### src/rtl/core/dlr_pkg.sv
`default_nettype none

package dlr_pkg;

    // Dash pattern storage
    localparam int DASH_REGS   = 4;
    localparam int PATTERN_LEN = 4;
    localparam int DASH_IDX_W  = $clog2(DASH_REGS);
    localparam int NEXT_W      = DASH_IDX_W + 1;
    localparam int DASH_W      = 8;
    localparam int DLEFT_W     = DASH_W + 1;

    // First dash index that wraps back to dash 0
    localparam logic [NEXT_W-1:0] DASH_LIMIT =
        (PATTERN_LEN < DASH_REGS) ? NEXT_W'(PATTERN_LEN) : NEXT_W'(DASH_REGS);

    localparam logic [DASH_W-1:0] DASH_RESET [DASH_REGS] = '{8'd4, 8'd4, 8'd0, 8'd0};

    // Configuration register indexes
    localparam int CFG_IDX_W = 3;
    localparam logic [CFG_IDX_W-1:0] REG_DASH_0     = 3'd0;
    localparam logic [CFG_IDX_W-1:0] REG_DASH_1     = 3'd1;
    localparam logic [CFG_IDX_W-1:0] REG_DASH_2     = 3'd2;
    localparam logic [CFG_IDX_W-1:0] REG_DASH_3     = 3'd3;
    localparam logic [CFG_IDX_W-1:0] REG_MARK_START = 3'd4;
    localparam logic [CFG_IDX_W-1:0] REG_MARK_END   = 3'd5;

    // Item kinds
    localparam logic KIND_BEGIN = 1'b0;
    localparam logic KIND_STEP  = 1'b1;

    // Slope ratio minor*256/major, 0..256
    localparam int RATIO_W = 9;
    localparam logic [RATIO_W-1:0] RATIO_FULL = 9'd256;

    // Stretch factor in unsigned 1.16 fixed point, counter in signed 2.16 fixed point
    localparam int STRETCH_W = 17;
    localparam int COUNT_W   = 18;
    localparam logic signed [COUNT_W-1:0] UNIT = 18'sd65536;

    // Three-piece stretch mapping
    localparam logic [RATIO_W-1:0]   BREAK_HI  = 9'd107;
    localparam logic [RATIO_W-1:0]   BREAK_LO  = 9'd45;
    localparam logic [STRETCH_W-1:0] OFS_HI    = 17'd99855;
    localparam logic [STRETCH_W-1:0] SLOPE_HI  = 17'd134;
    localparam logic [STRETCH_W-1:0] OFS_MID   = 17'd95468;
    localparam logic [STRETCH_W-1:0] SLOPE_MID = 17'd93;
    localparam logic [STRETCH_W-1:0] OFS_LO    = 17'd92678;
    localparam logic [STRETCH_W-1:0] SLOPE_LO  = 17'd31;

    typedef enum logic [2:0] {
        S_IDLE,
        S_SETUP,
        S_ORDER,
        S_DIV,
        S_MAP,
        S_STEP
    } t_state;

    // Map a slope ratio to its stretch factor
    function automatic logic [STRETCH_W-1:0] stretch_of(input logic [RATIO_W-1:0] ratio);
        logic [STRETCH_W-1:0] ratio_ext;
        logic [STRETCH_W-1:0] result;
        ratio_ext = STRETCH_W'(ratio);
        if (ratio >= BREAK_HI) begin
            result = OFS_HI - STRETCH_W'(SLOPE_HI * ratio_ext);
        end else if (ratio >= BREAK_LO) begin
            result = OFS_MID - STRETCH_W'(SLOPE_MID * ratio_ext);
        end else begin
            result = OFS_LO - STRETCH_W'(SLOPE_LO * ratio_ext);
        end
        return result;
    endfunction

endpackage

`default_nettype wire

### src/rtl/core/dlr_divider.sv
`default_nettype none

// Restoring divider for the slope ratio: quotient = num*256/den, num <= den.
// One compare and subtract per cycle, one quotient bit per cycle.
module dlr_divider #(
    parameter int W = 16
) (
    input  wire logic                         i_clk,
    input  wire logic                         i_rst_n,
    input  wire logic                         i_start,
    input  wire logic [W-1:0]                 i_num,
    input  wire logic [W-1:0]                 i_den,
    output logic                              o_done,
    output logic [dlr_pkg::RATIO_W-1:0]       o_quot
);
    import dlr_pkg::*;

    localparam int CNT_W = $clog2(RATIO_W + 1);

    logic [W:0]         r_rem;
    logic [W-1:0]       r_den;
    logic [RATIO_W-1:0] r_quot;
    logic [CNT_W-1:0]   r_cnt;
    logic               r_busy;
    logic               r_done;

    logic [W:0] diff;
    logic [W:0] kept;
    logic       ge;

    // Compare and subtract, keep the partial remainder
    always_comb begin
        ge   = r_rem >= {1'b0, r_den};
        diff = r_rem - {1'b0, r_den};
        kept = ge ? diff : r_rem;
    end

    // Sequence the quotient bits, most significant first
    always_ff @(posedge i_clk) begin
        if (!i_rst_n) begin
            r_busy <= 1'b0;
            r_done <= 1'b0;
            r_cnt  <= '0;
        end else begin
            r_done <= 1'b0;
            if (i_start) begin
                r_busy <= 1'b1;
                r_cnt  <= CNT_W'(RATIO_W);
            end else if (r_busy) begin
                r_cnt <= r_cnt - CNT_W'(1);
                if (r_cnt == CNT_W'(1)) begin
                    r_busy <= 1'b0;
                    r_done <= 1'b1;
                end
            end
        end
    end

    // Datapath registers
    always_ff @(posedge i_clk) begin
        if (i_start) begin
            r_rem  <= {1'b0, i_num};
            r_den  <= i_den;
            r_quot <= '0;
        end else if (r_busy) begin
            r_rem  <= {kept[W-1:0], 1'b0};
            r_quot <= {r_quot[RATIO_W-2:0], ge};
        end
    end

    assign o_done = r_done;
    assign o_quot = r_quot;

endmodule

`default_nettype wire

### src/rtl/core/dashed_line_rasterizer_core.sv
// Begin transaction: after acceptance the item runs through S_SETUP, S_ORDER, S_DIV (the
//   slope divide) and S_MAP, which loads the result; the next item is taken in S_IDLE.
// Step transaction: S_STEP loads the result; no new item is taken until the step is done.
// A result waiting at the output stalls only the final state (S_MAP or S_STEP) of the next item.
// Synchronous active-low reset: dash lengths 4,4,0,0, marks off, no line active
//   (steps return the current pixel with done set), output empty.
`default_nettype none

module dashed_line_rasterizer_core #(
    parameter int COORD_BITS = 16
) (
    input  wire logic                                i_clk,
    input  wire logic                                i_rst_n,
    // Configuration write channel
    input  wire logic                                i_cfg_valid,
    output logic                                     o_cfg_ready,
    input  wire logic [dlr_pkg::CFG_IDX_W-1:0]       i_cfg_index,
    input  wire logic [dlr_pkg::DASH_W-1:0]          i_cfg_data,
    // Input item channel
    input  wire logic                                i_in_valid,
    output logic                                     o_in_ready,
    input  wire logic                                i_kind,
    input  wire logic signed [COORD_BITS-1:0]        i_start_x,
    input  wire logic signed [COORD_BITS-1:0]        i_start_y,
    input  wire logic signed [COORD_BITS-1:0]        i_end_x,
    input  wire logic signed [COORD_BITS-1:0]        i_end_y,
    // Result channel
    output logic                                     o_out_valid,
    input  wire logic                                i_out_ready,
    output logic signed [COORD_BITS-1:0]             o_pixel_x,
    output logic signed [COORD_BITS-1:0]             o_pixel_y,
    output logic                                     o_plot,
    output logic                                     o_done_res
);
    import dlr_pkg::*;

    localparam int CW = COORD_BITS;

    // Sequencer
    t_state r_state, n_state;
    logic   in_ready;
    logic   div_start;
    logic   emit;
    logic   out_free;
    logic   in_accept;

    // Configuration
    logic [DASH_W-1:0] r_dash_len [DASH_REGS];
    logic              r_mark_start;
    logic              r_mark_end;

    // Latched item
    logic               r_kind;
    logic signed [CW-1:0] r_in_x0, r_in_y0, r_in_x1, r_in_y1;

    // Line state
    logic [CW-1:0]          r_abs_dx, r_abs_dy;
    logic                   r_neg_x, r_neg_y;
    logic                   r_x_major;
    logic [CW-1:0]          r_major;
    logic signed [CW-1:0]   r_cur_x, r_cur_y, r_target;
    logic [CW:0]            r_bres;
    logic [STRETCH_W-1:0]   r_stretch;
    logic signed [COUNT_W-1:0] r_scount;
    logic [DASH_IDX_W-1:0]  r_dash_idx;
    logic signed [DLEFT_W-1:0] r_dash_left;
    logic                   r_pen;
    logic                   r_finished;

    // Output register
    logic                 r_out_valid;
    logic signed [CW-1:0] r_pix_x, r_pix_y;
    logic                 r_plot, r_done;

    // Divider
    logic               div_done;
    logic [RATIO_W-1:0] div_quot;

    // Next values for line state and result
    logic signed [CW-1:0]      n_cur_x, n_cur_y, n_target;
    logic [CW:0]               n_bres;
    logic [STRETCH_W-1:0]      n_stretch;
    logic signed [COUNT_W-1:0] n_scount;
    logic [DASH_IDX_W-1:0]     n_dash_idx;
    logic signed [DLEFT_W-1:0] n_dash_left;
    logic                      n_pen, n_finished, n_plot;

    // Setup and ordering
    logic signed [CW:0] dx_fwd, dx_rev, dy_fwd, dy_rev;
    logic               x_major_now;
    logic [CW-1:0]      major_now, minor_now;

    // Step datapath
    logic signed [CW-1:0]      x_stepped, y_stepped;
    logic [CW-1:0]             step_major, step_minor;
    logic [CW:0]               err_sum;
    logic                      err_take;
    logic signed [COUNT_W-1:0] scount_sub;
    logic                      tick;
    logic signed [DLEFT_W-1:0] dleft_dec;
    logic                      dash_end;
    logic [NEXT_W-1:0]         next_idx;
    logic [DASH_W-1:0]         next_len;
    logic                      wrap;
    logic                      reached;
    logic [RATIO_W-1:0]        ratio;

    assign o_cfg_ready = 1'b1;
    assign in_accept   = i_in_valid && in_ready;
    assign out_free    = !r_out_valid || i_out_ready;

    // Next state
    always_comb begin
        n_state = r_state;
        case (r_state)
            S_IDLE:  if (in_accept) n_state = (i_kind == KIND_BEGIN) ? S_SETUP : S_STEP;
            S_SETUP: n_state = S_ORDER;
            S_ORDER: n_state = S_DIV;
            S_DIV:   if (div_done) n_state = S_MAP;
            S_MAP:   if (out_free) n_state = S_IDLE;
            S_STEP:  if (out_free) n_state = S_IDLE;
            default: n_state = S_IDLE;
        endcase
    end

    // Sequencer outputs
    always_comb begin
        in_ready  = 1'b0;
        div_start = 1'b0;
        emit      = 1'b0;
        case (r_state)
            S_IDLE:  in_ready  = 1'b1;
            S_ORDER: div_start = 1'b1;
            S_MAP:   emit      = out_free;
            S_STEP:  emit      = out_free;
            default: ;
        endcase
    end

    always_ff @(posedge i_clk) begin
        if (!i_rst_n) begin
            r_state <= S_IDLE;
        end else begin
            r_state <= n_state;
        end
    end

    assign o_in_ready = in_ready;

    // Configuration writes; unknown indexes drop
    always_ff @(posedge i_clk) begin
        if (!i_rst_n) begin
            for (int i = 0; i < DASH_REGS; i++) begin
                r_dash_len[i] <= DASH_RESET[i];
            end
            r_mark_start <= 1'b0;
            r_mark_end   <= 1'b0;
        end else if (i_cfg_valid) begin
            case (i_cfg_index)
                REG_DASH_0, REG_DASH_1, REG_DASH_2, REG_DASH_3: begin
                    r_dash_len[i_cfg_index[DASH_IDX_W-1:0]] <= i_cfg_data;
                end
                REG_MARK_START: r_mark_start <= i_cfg_data[0];
                REG_MARK_END:   r_mark_end   <= i_cfg_data[0];
                default: ;
            endcase
        end
    end

    // Hold the accepted item
    always_ff @(posedge i_clk) begin
        if (in_accept) begin
            r_kind  <= i_kind;
            r_in_x0 <= i_start_x;
            r_in_y0 <= i_start_y;
            r_in_x1 <= i_end_x;
            r_in_y1 <= i_end_y;
        end
    end

    // Deltas in both directions, pick the magnitude by sign
    always_comb begin
        dx_fwd = (CW+1)'(r_in_x1) - (CW+1)'(r_in_x0);
        dx_rev = (CW+1)'(r_in_x0) - (CW+1)'(r_in_x1);
        dy_fwd = (CW+1)'(r_in_y1) - (CW+1)'(r_in_y0);
        dy_rev = (CW+1)'(r_in_y0) - (CW+1)'(r_in_y1);
    end

    // Choose the major axis
    always_comb begin
        x_major_now = r_abs_dx >= r_abs_dy;
        major_now   = x_major_now ? r_abs_dx : r_abs_dy;
        minor_now   = x_major_now ? r_abs_dy : r_abs_dx;
    end

    dlr_divider #(
        .W (CW)
    ) u_div (
        .i_clk   (i_clk),
        .i_rst_n (i_rst_n),
        .i_start (div_start),
        .i_num   (minor_now),
        .i_den   (major_now),
        .o_done  (div_done),
        .o_quot  (div_quot)
    );

    // Advance one pixel along the line
    always_comb begin
        x_stepped  = r_neg_x ? r_cur_x - CW'(1) : r_cur_x + CW'(1);
        y_stepped  = r_neg_y ? r_cur_y - CW'(1) : r_cur_y + CW'(1);
        step_major = r_x_major ? r_abs_dx : r_abs_dy;
        step_minor = r_x_major ? r_abs_dy : r_abs_dx;
        err_sum    = r_bres + {1'b0, step_minor};
        err_take   = err_sum >= {1'b0, step_major};

        scount_sub = r_scount - UNIT;
        tick       = scount_sub[COUNT_W-1] || (scount_sub == '0);
        dleft_dec  = r_dash_left - DLEFT_W'(1);
        dash_end   = tick && (dleft_dec[DLEFT_W-1] || (dleft_dec == '0));
        next_idx   = {1'b0, r_dash_idx} + NEXT_W'(1);
        next_len   = r_dash_len[next_idx[DASH_IDX_W-1:0]];
        wrap       = (next_idx >= DASH_LIMIT) || (next_len == '0);

        ratio      = (r_major == '0) ? RATIO_FULL : div_quot;
    end

    // Next line state and result for begin and step
    always_comb begin
        n_cur_x     = r_cur_x;
        n_cur_y     = r_cur_y;
        n_target    = r_target;
        n_bres      = r_bres;
        n_stretch   = r_stretch;
        n_scount    = r_scount;
        n_dash_idx  = r_dash_idx;
        n_dash_left = r_dash_left;
        n_pen       = r_pen;
        n_finished  = r_finished;
        n_plot      = 1'b0;
        reached     = 1'b0;
        if (r_kind == KIND_BEGIN) begin
            n_cur_x     = r_in_x0;
            n_cur_y     = r_in_y0;
            n_target    = r_x_major ? r_in_x1 : r_in_y1;
            n_bres      = {2'b00, r_major[CW-1:1]};
            n_stretch   = stretch_of(ratio);
            n_scount    = $signed({1'b0, stretch_of(ratio)});
            n_dash_idx  = '0;
            n_dash_left = $signed({1'b0, r_dash_len[0]});
            n_pen       = 1'b1;
            n_finished  = (r_major == '0);
            n_plot      = r_mark_start || ((r_major == '0) && r_mark_end);
        end else if (!r_finished) begin
            // Bresenham step
            if (r_x_major) begin
                n_cur_x = x_stepped;
                if (err_take) n_cur_y = y_stepped;
            end else begin
                n_cur_y = y_stepped;
                if (err_take) n_cur_x = x_stepped;
            end
            n_bres = err_take ? err_sum - {1'b0, step_major} : err_sum;

            // Stretch counter and dash walk
            n_scount = tick ? scount_sub + $signed({1'b0, r_stretch}) : scount_sub;
            if (dash_end) begin
                if (wrap) begin
                    n_dash_idx  = '0;
                    n_dash_left = $signed({1'b0, r_dash_len[0]});
                    n_pen       = 1'b1;
                end else begin
                    n_dash_idx  = next_idx[DASH_IDX_W-1:0];
                    n_dash_left = $signed({1'b0, next_len});
                    n_pen       = !r_pen;
                end
            end else if (tick) begin
                n_dash_left = dleft_dec;
            end

            reached    = (r_x_major ? n_cur_x : n_cur_y) == r_target;
            n_finished = reached;
            n_plot     = r_pen || (reached && r_mark_end);
        end
    end

    // Line state: geometry in S_SETUP and S_ORDER, the rest when the result goes out
    always_ff @(posedge i_clk) begin
        if (!i_rst_n) begin
            r_abs_dx    <= '0;
            r_abs_dy    <= '0;
            r_neg_x     <= 1'b0;
            r_neg_y     <= 1'b0;
            r_x_major   <= 1'b1;
            r_major     <= '0;
            r_cur_x     <= '0;
            r_cur_y     <= '0;
            r_target    <= '0;
            r_bres      <= '0;
            r_stretch   <= '0;
            r_scount    <= '0;
            r_dash_idx  <= '0;
            r_dash_left <= '0;
            r_pen       <= 1'b1;
            r_finished  <= 1'b1;
        end else begin
            if (r_state == S_SETUP) begin
                r_neg_x  <= dx_fwd[CW];
                r_neg_y  <= dy_fwd[CW];
                r_abs_dx <= dx_fwd[CW] ? dx_rev[CW-1:0] : dx_fwd[CW-1:0];
                r_abs_dy <= dy_fwd[CW] ? dy_rev[CW-1:0] : dy_fwd[CW-1:0];
            end
            if (r_state == S_ORDER) begin
                r_x_major <= x_major_now;
                r_major   <= major_now;
            end
            if (emit) begin
                r_cur_x     <= n_cur_x;
                r_cur_y     <= n_cur_y;
                r_target    <= n_target;
                r_bres      <= n_bres;
                r_stretch   <= n_stretch;
                r_scount    <= n_scount;
                r_dash_idx  <= n_dash_idx;
                r_dash_left <= n_dash_left;
                r_pen       <= n_pen;
                r_finished  <= n_finished;
            end
        end
    end

    // Output register: load on emit, drop when taken
    always_ff @(posedge i_clk) begin
        if (!i_rst_n) begin
            r_out_valid <= 1'b0;
        end else if (emit) begin
            r_out_valid <= 1'b1;
        end else if (i_out_ready) begin
            r_out_valid <= 1'b0;
        end
    end

    always_ff @(posedge i_clk) begin
        if (emit) begin
            r_pix_x <= n_cur_x;
            r_pix_y <= n_cur_y;
            r_plot  <= n_plot;
            r_done  <= n_finished;
        end
    end

    assign o_out_valid = r_out_valid;
    assign o_pixel_x   = r_pix_x;
    assign o_pixel_y   = r_pix_y;
    assign o_plot      = r_plot;
    assign o_done_res  = r_done;

endmodule

`default_nettype wire

### config.mk
export PLATFORM = sky130hd
export DESIGN_NAME = dashed_line_rasterizer_core
export DESIGN_NICKNAME = d
export VERILOG_FILES = /design/src/rtl/core/dlr_pkg.sv /design/src/rtl/core/dlr_divider.sv /design/src/rtl/core/dashed_line_rasterizer_core.sv
export SDC_FILE = /design/constraint.sdc
export NUM_CORES = 1
export LEC_CHECK = 0
export ABC_AREA = 1
export BUFFER_PORTS_ARGS = -buffer_cell sky130_fd_sc_hd__buf_2
export CAP_MARGIN = 20
export CELL_PAD_IN_SITES_DETAIL_PLACEMENT = 1
export CELL_PAD_IN_SITES_GLOBAL_PLACEMENT = 1
export CORE_ASPECT_RATIO = 0.75
export CORE_MARGIN = 5
export CORE_UTILIZATION = 50
export DETAILED_ROUTE_END_ITERATION = 10
export PLACE_DENSITY = 0.84
export SLEW_MARGIN = 20
export SYNTH_ARGS = -nofsm -noshare
export SYNTH_HDL_FRONTEND = slang
export SYNTH_SLANG_ARGS = --single-unit
### constraint.sdc
create_clock -name i_clk -period 18.6 [get_ports i_clk]
set_input_delay 3.72 -clock i_clk [delete_from_list [all_inputs] [get_ports i_clk]]
set_output_delay 3.72 -clock i_clk [all_outputs]
set_load 0.05 [all_outputs]
==> results.py <==
metrics = {
    "grt": {
        "grt_max_degree": 87,
        "grt_pass1_wl_mm": 156,
        "grt_usage": 0.312,
        "grt_antenna_before_repair": 13,
        "grt_pass1_vias": 28017,
        "grt-ovfl-total": 0,
    },
    "logic_synthesis": {
        "synth_area_per_cell_um2": 7.09,
        "synth.distinct_cells": 63,
        "synth-edff-count": 163,
        "syn-cell-area_um2": 28900,
        "ys.flop_type": "dfxtp_1",
        "yosys_warnings": 0,
        "seq_area_frac_synth": 0.298,
        "ys_seq_elements": 349,
        "syn-num-nets": 4478,
        "synthCells": 4073,
        "async_reset_ff_frac": 0,
    },
    "finish": {
        "layout-drive-gt1-share": 0.0638,
        "area_growth_syn_to_layout_pct": 8.35,
        "final_common_cell": "nand2_1",
        "layout_common_cells": "nand2_1 (894), inv_1 (655), a21oi_1 (381)",
        "final_util": 0.546,
        "layout.nets": 4517,
        "fin_cells": 4922,
    },
    "placement": {
        "place_hpwl_mm": 78.6,
        "place_inst": 4850,
        "routabilityCongestion": 0.934,
        "port_buffers": 116,
    },
    "drt": {
        "ant_nets": 0,
        "drt_wl_total_mm": 100,
        "drc": 0,
        "dr.pass1.iters": 5,
        "viasPerCell": 5.64,
        "vias": 27778,
        "wl_per_cell_um": 20.4,
        "dr.first_iter.drc_count": 2020,
    },
    "sta": {
        "clock.fmax_mhz": 162,
        "timing.setup.tns_ns": 0,
        "worst-slew-pin-transition_ns": 0.925,
        "drv_slew": 0,
        "relSlewSlack": 0.383,
        "setup_viol": 0,
        "min_period_ns": 6.16,
        "finalHoldWorstSlack_ns": 0.475,
        "finalHoldViolCount": 0,
        "period_share": 0.331,
        "skew_ns": 0.0351,
        "rsz0062_at_grt": "false",
    },
    "floorplan": {
        "die_area_um2": 62700,
        "fp-row-count": 76,
        "die_w_um": 287,
        "start_util": 0.504,
        "die_h_um": 218,
        "core_area_um2": 57300,
        "io_pins": 118,
    },
    "min_path": {
        "min_path_type": "flip-flop to flip-flop",
    },
    "cts": {
        "cts_resized": 0,
        "postCtsSetupBuffers": 0,
        "clk_latency_ns": 0.60,
        "cts.path.max_buffers": 3,
        "cts_buffers": 39,
        "ctsHoldBuffers": 0,
        "cts.sinks": 349,
        "cts-root-buf": "clkbuf_16",
        "tritoncts": "done",
        "path_clk_slew_ns": 0.06,
        "htreeDepth": 2,
    },
    "critical_path": {
        "cp_data_arrival_time_ns": 6.66,
        "crit_path_end_kind": "flip-flop",
        "worstPathMaxFanout": 32,
        "critical_path_required_ns": 19.10,
        "crit_path_start_kind": "input pin",
        "critPathKind": "input pin to flip-flop",
    },
    "status": {
        "status": "finished clean",
    },
    "run": {
        "maxCapViolations": 0,
    },
}
[final cells by class]
type	count	area, µm²
Inverter	673	2530
Fill cell	7542	26100
Clock buffer	51	1070
Antenna cell	1	2.50
Timing Repair Buffer	135	733
Clock inverter	19	216
Tap cell	780	976
Multi-Input combinational cell	2914	17100
Sequential cell	349	8620
[cells in the mapped netlist, drive strengths merged (42+ instances only)]
cell type,instances,area share
nand2,909,0.12
inv,668,0.087
a21oi,389,0.068
nand3,347,0.061
o21ai,309,0.055
ha,278,0.12
nor2,237,0.031
dfxtp,186,0.13
edfxtp,163,0.17
clkbuf,89,0.012
xor2,82,0.025
buf,48,0.0099
fa,46,0.032
xnor2,44,0.013
nand4,42,0.010
[sequential cells by signal (all words and copies together) (netlist names), 16 cells and up]
register     cells
o_pixel_x       16
o_pixel_y       16
r_abs_dx        16
r_abs_dy        16
r_bres          17
r_cur_x         16
r_cur_y         16
r_dash_len      32
r_in_x0         16
r_in_x1         16
r_in_y0         16
r_in_y1         16
r_major         16
r_scount        18
r_stretch       17
r_target        16
u_div.r_den     16
u_div.r_rem     17
[stage by stage]
step | setup slack, ns | instance area (µm²)
3_3_place_gp | 11.95 | 30000
2_1_floorplan | 9.86 | 28900
3_5_place_dp | 11.90 | 30000
5_1_grt | 12.10 | 31300
6_report | 12.44 | 31300
4_1_cts | 12.49 | 31300
[layer usage]
metal / GRT usage / part of all wire
met2: 0.486 / 0.43
met1: 0.454 / 0.48
met3: 0.0518 / 0.063
met5: 0 / 0.00055
met4: 0.0773 / 0.026
[worst max-delay path, stage by stage]
cell and delay, ns:
buf_2 0.08, nor2_1 0.05, inv_1 0.06, nand2_1 0.08, inv_2 0.32, o21ai_1 0.12
buf_4 0.24, inv_1 0.48, o21ai_2 0.11, buf_4 0.23, inv_1 0.69, o21ai_0 0.25
a21oi_1 0.18
[path summary, 6_finish.rpt]
path                            slack, ns          start             to  cells after the start
worst min register to register       0.47  r_dash_idx[1]  r_dash_idx[1]                      2
worst max register to register      12.64      r_x_major   o_pixel_x[8]                     25
worst min-delay path                 0.47  r_dash_idx[1]  r_dash_idx[1]                      2
worst max-delay path                12.44    i_out_ready    r_scount[0]                     13
[cell families (layout without fill, tap and decap cells)]
family                   count (synthesis)  after routing  synth area share
AND/OR/NAND/NOR                       1606           1606             0.237
adder cells (fa/ha/maj)                324            324             0.152
XOR/XNOR                               126            126            0.0382
buffers and inverters                  810            878             0.109
other                                    1              2          0.000130
flip-flops                             349            349             0.298
AO/OA/AOI/OAI                          857            857             0.165
Power is not shown: default switching activity piles up to over one toggle a cycle in this logic, so the estimate is an artifact.
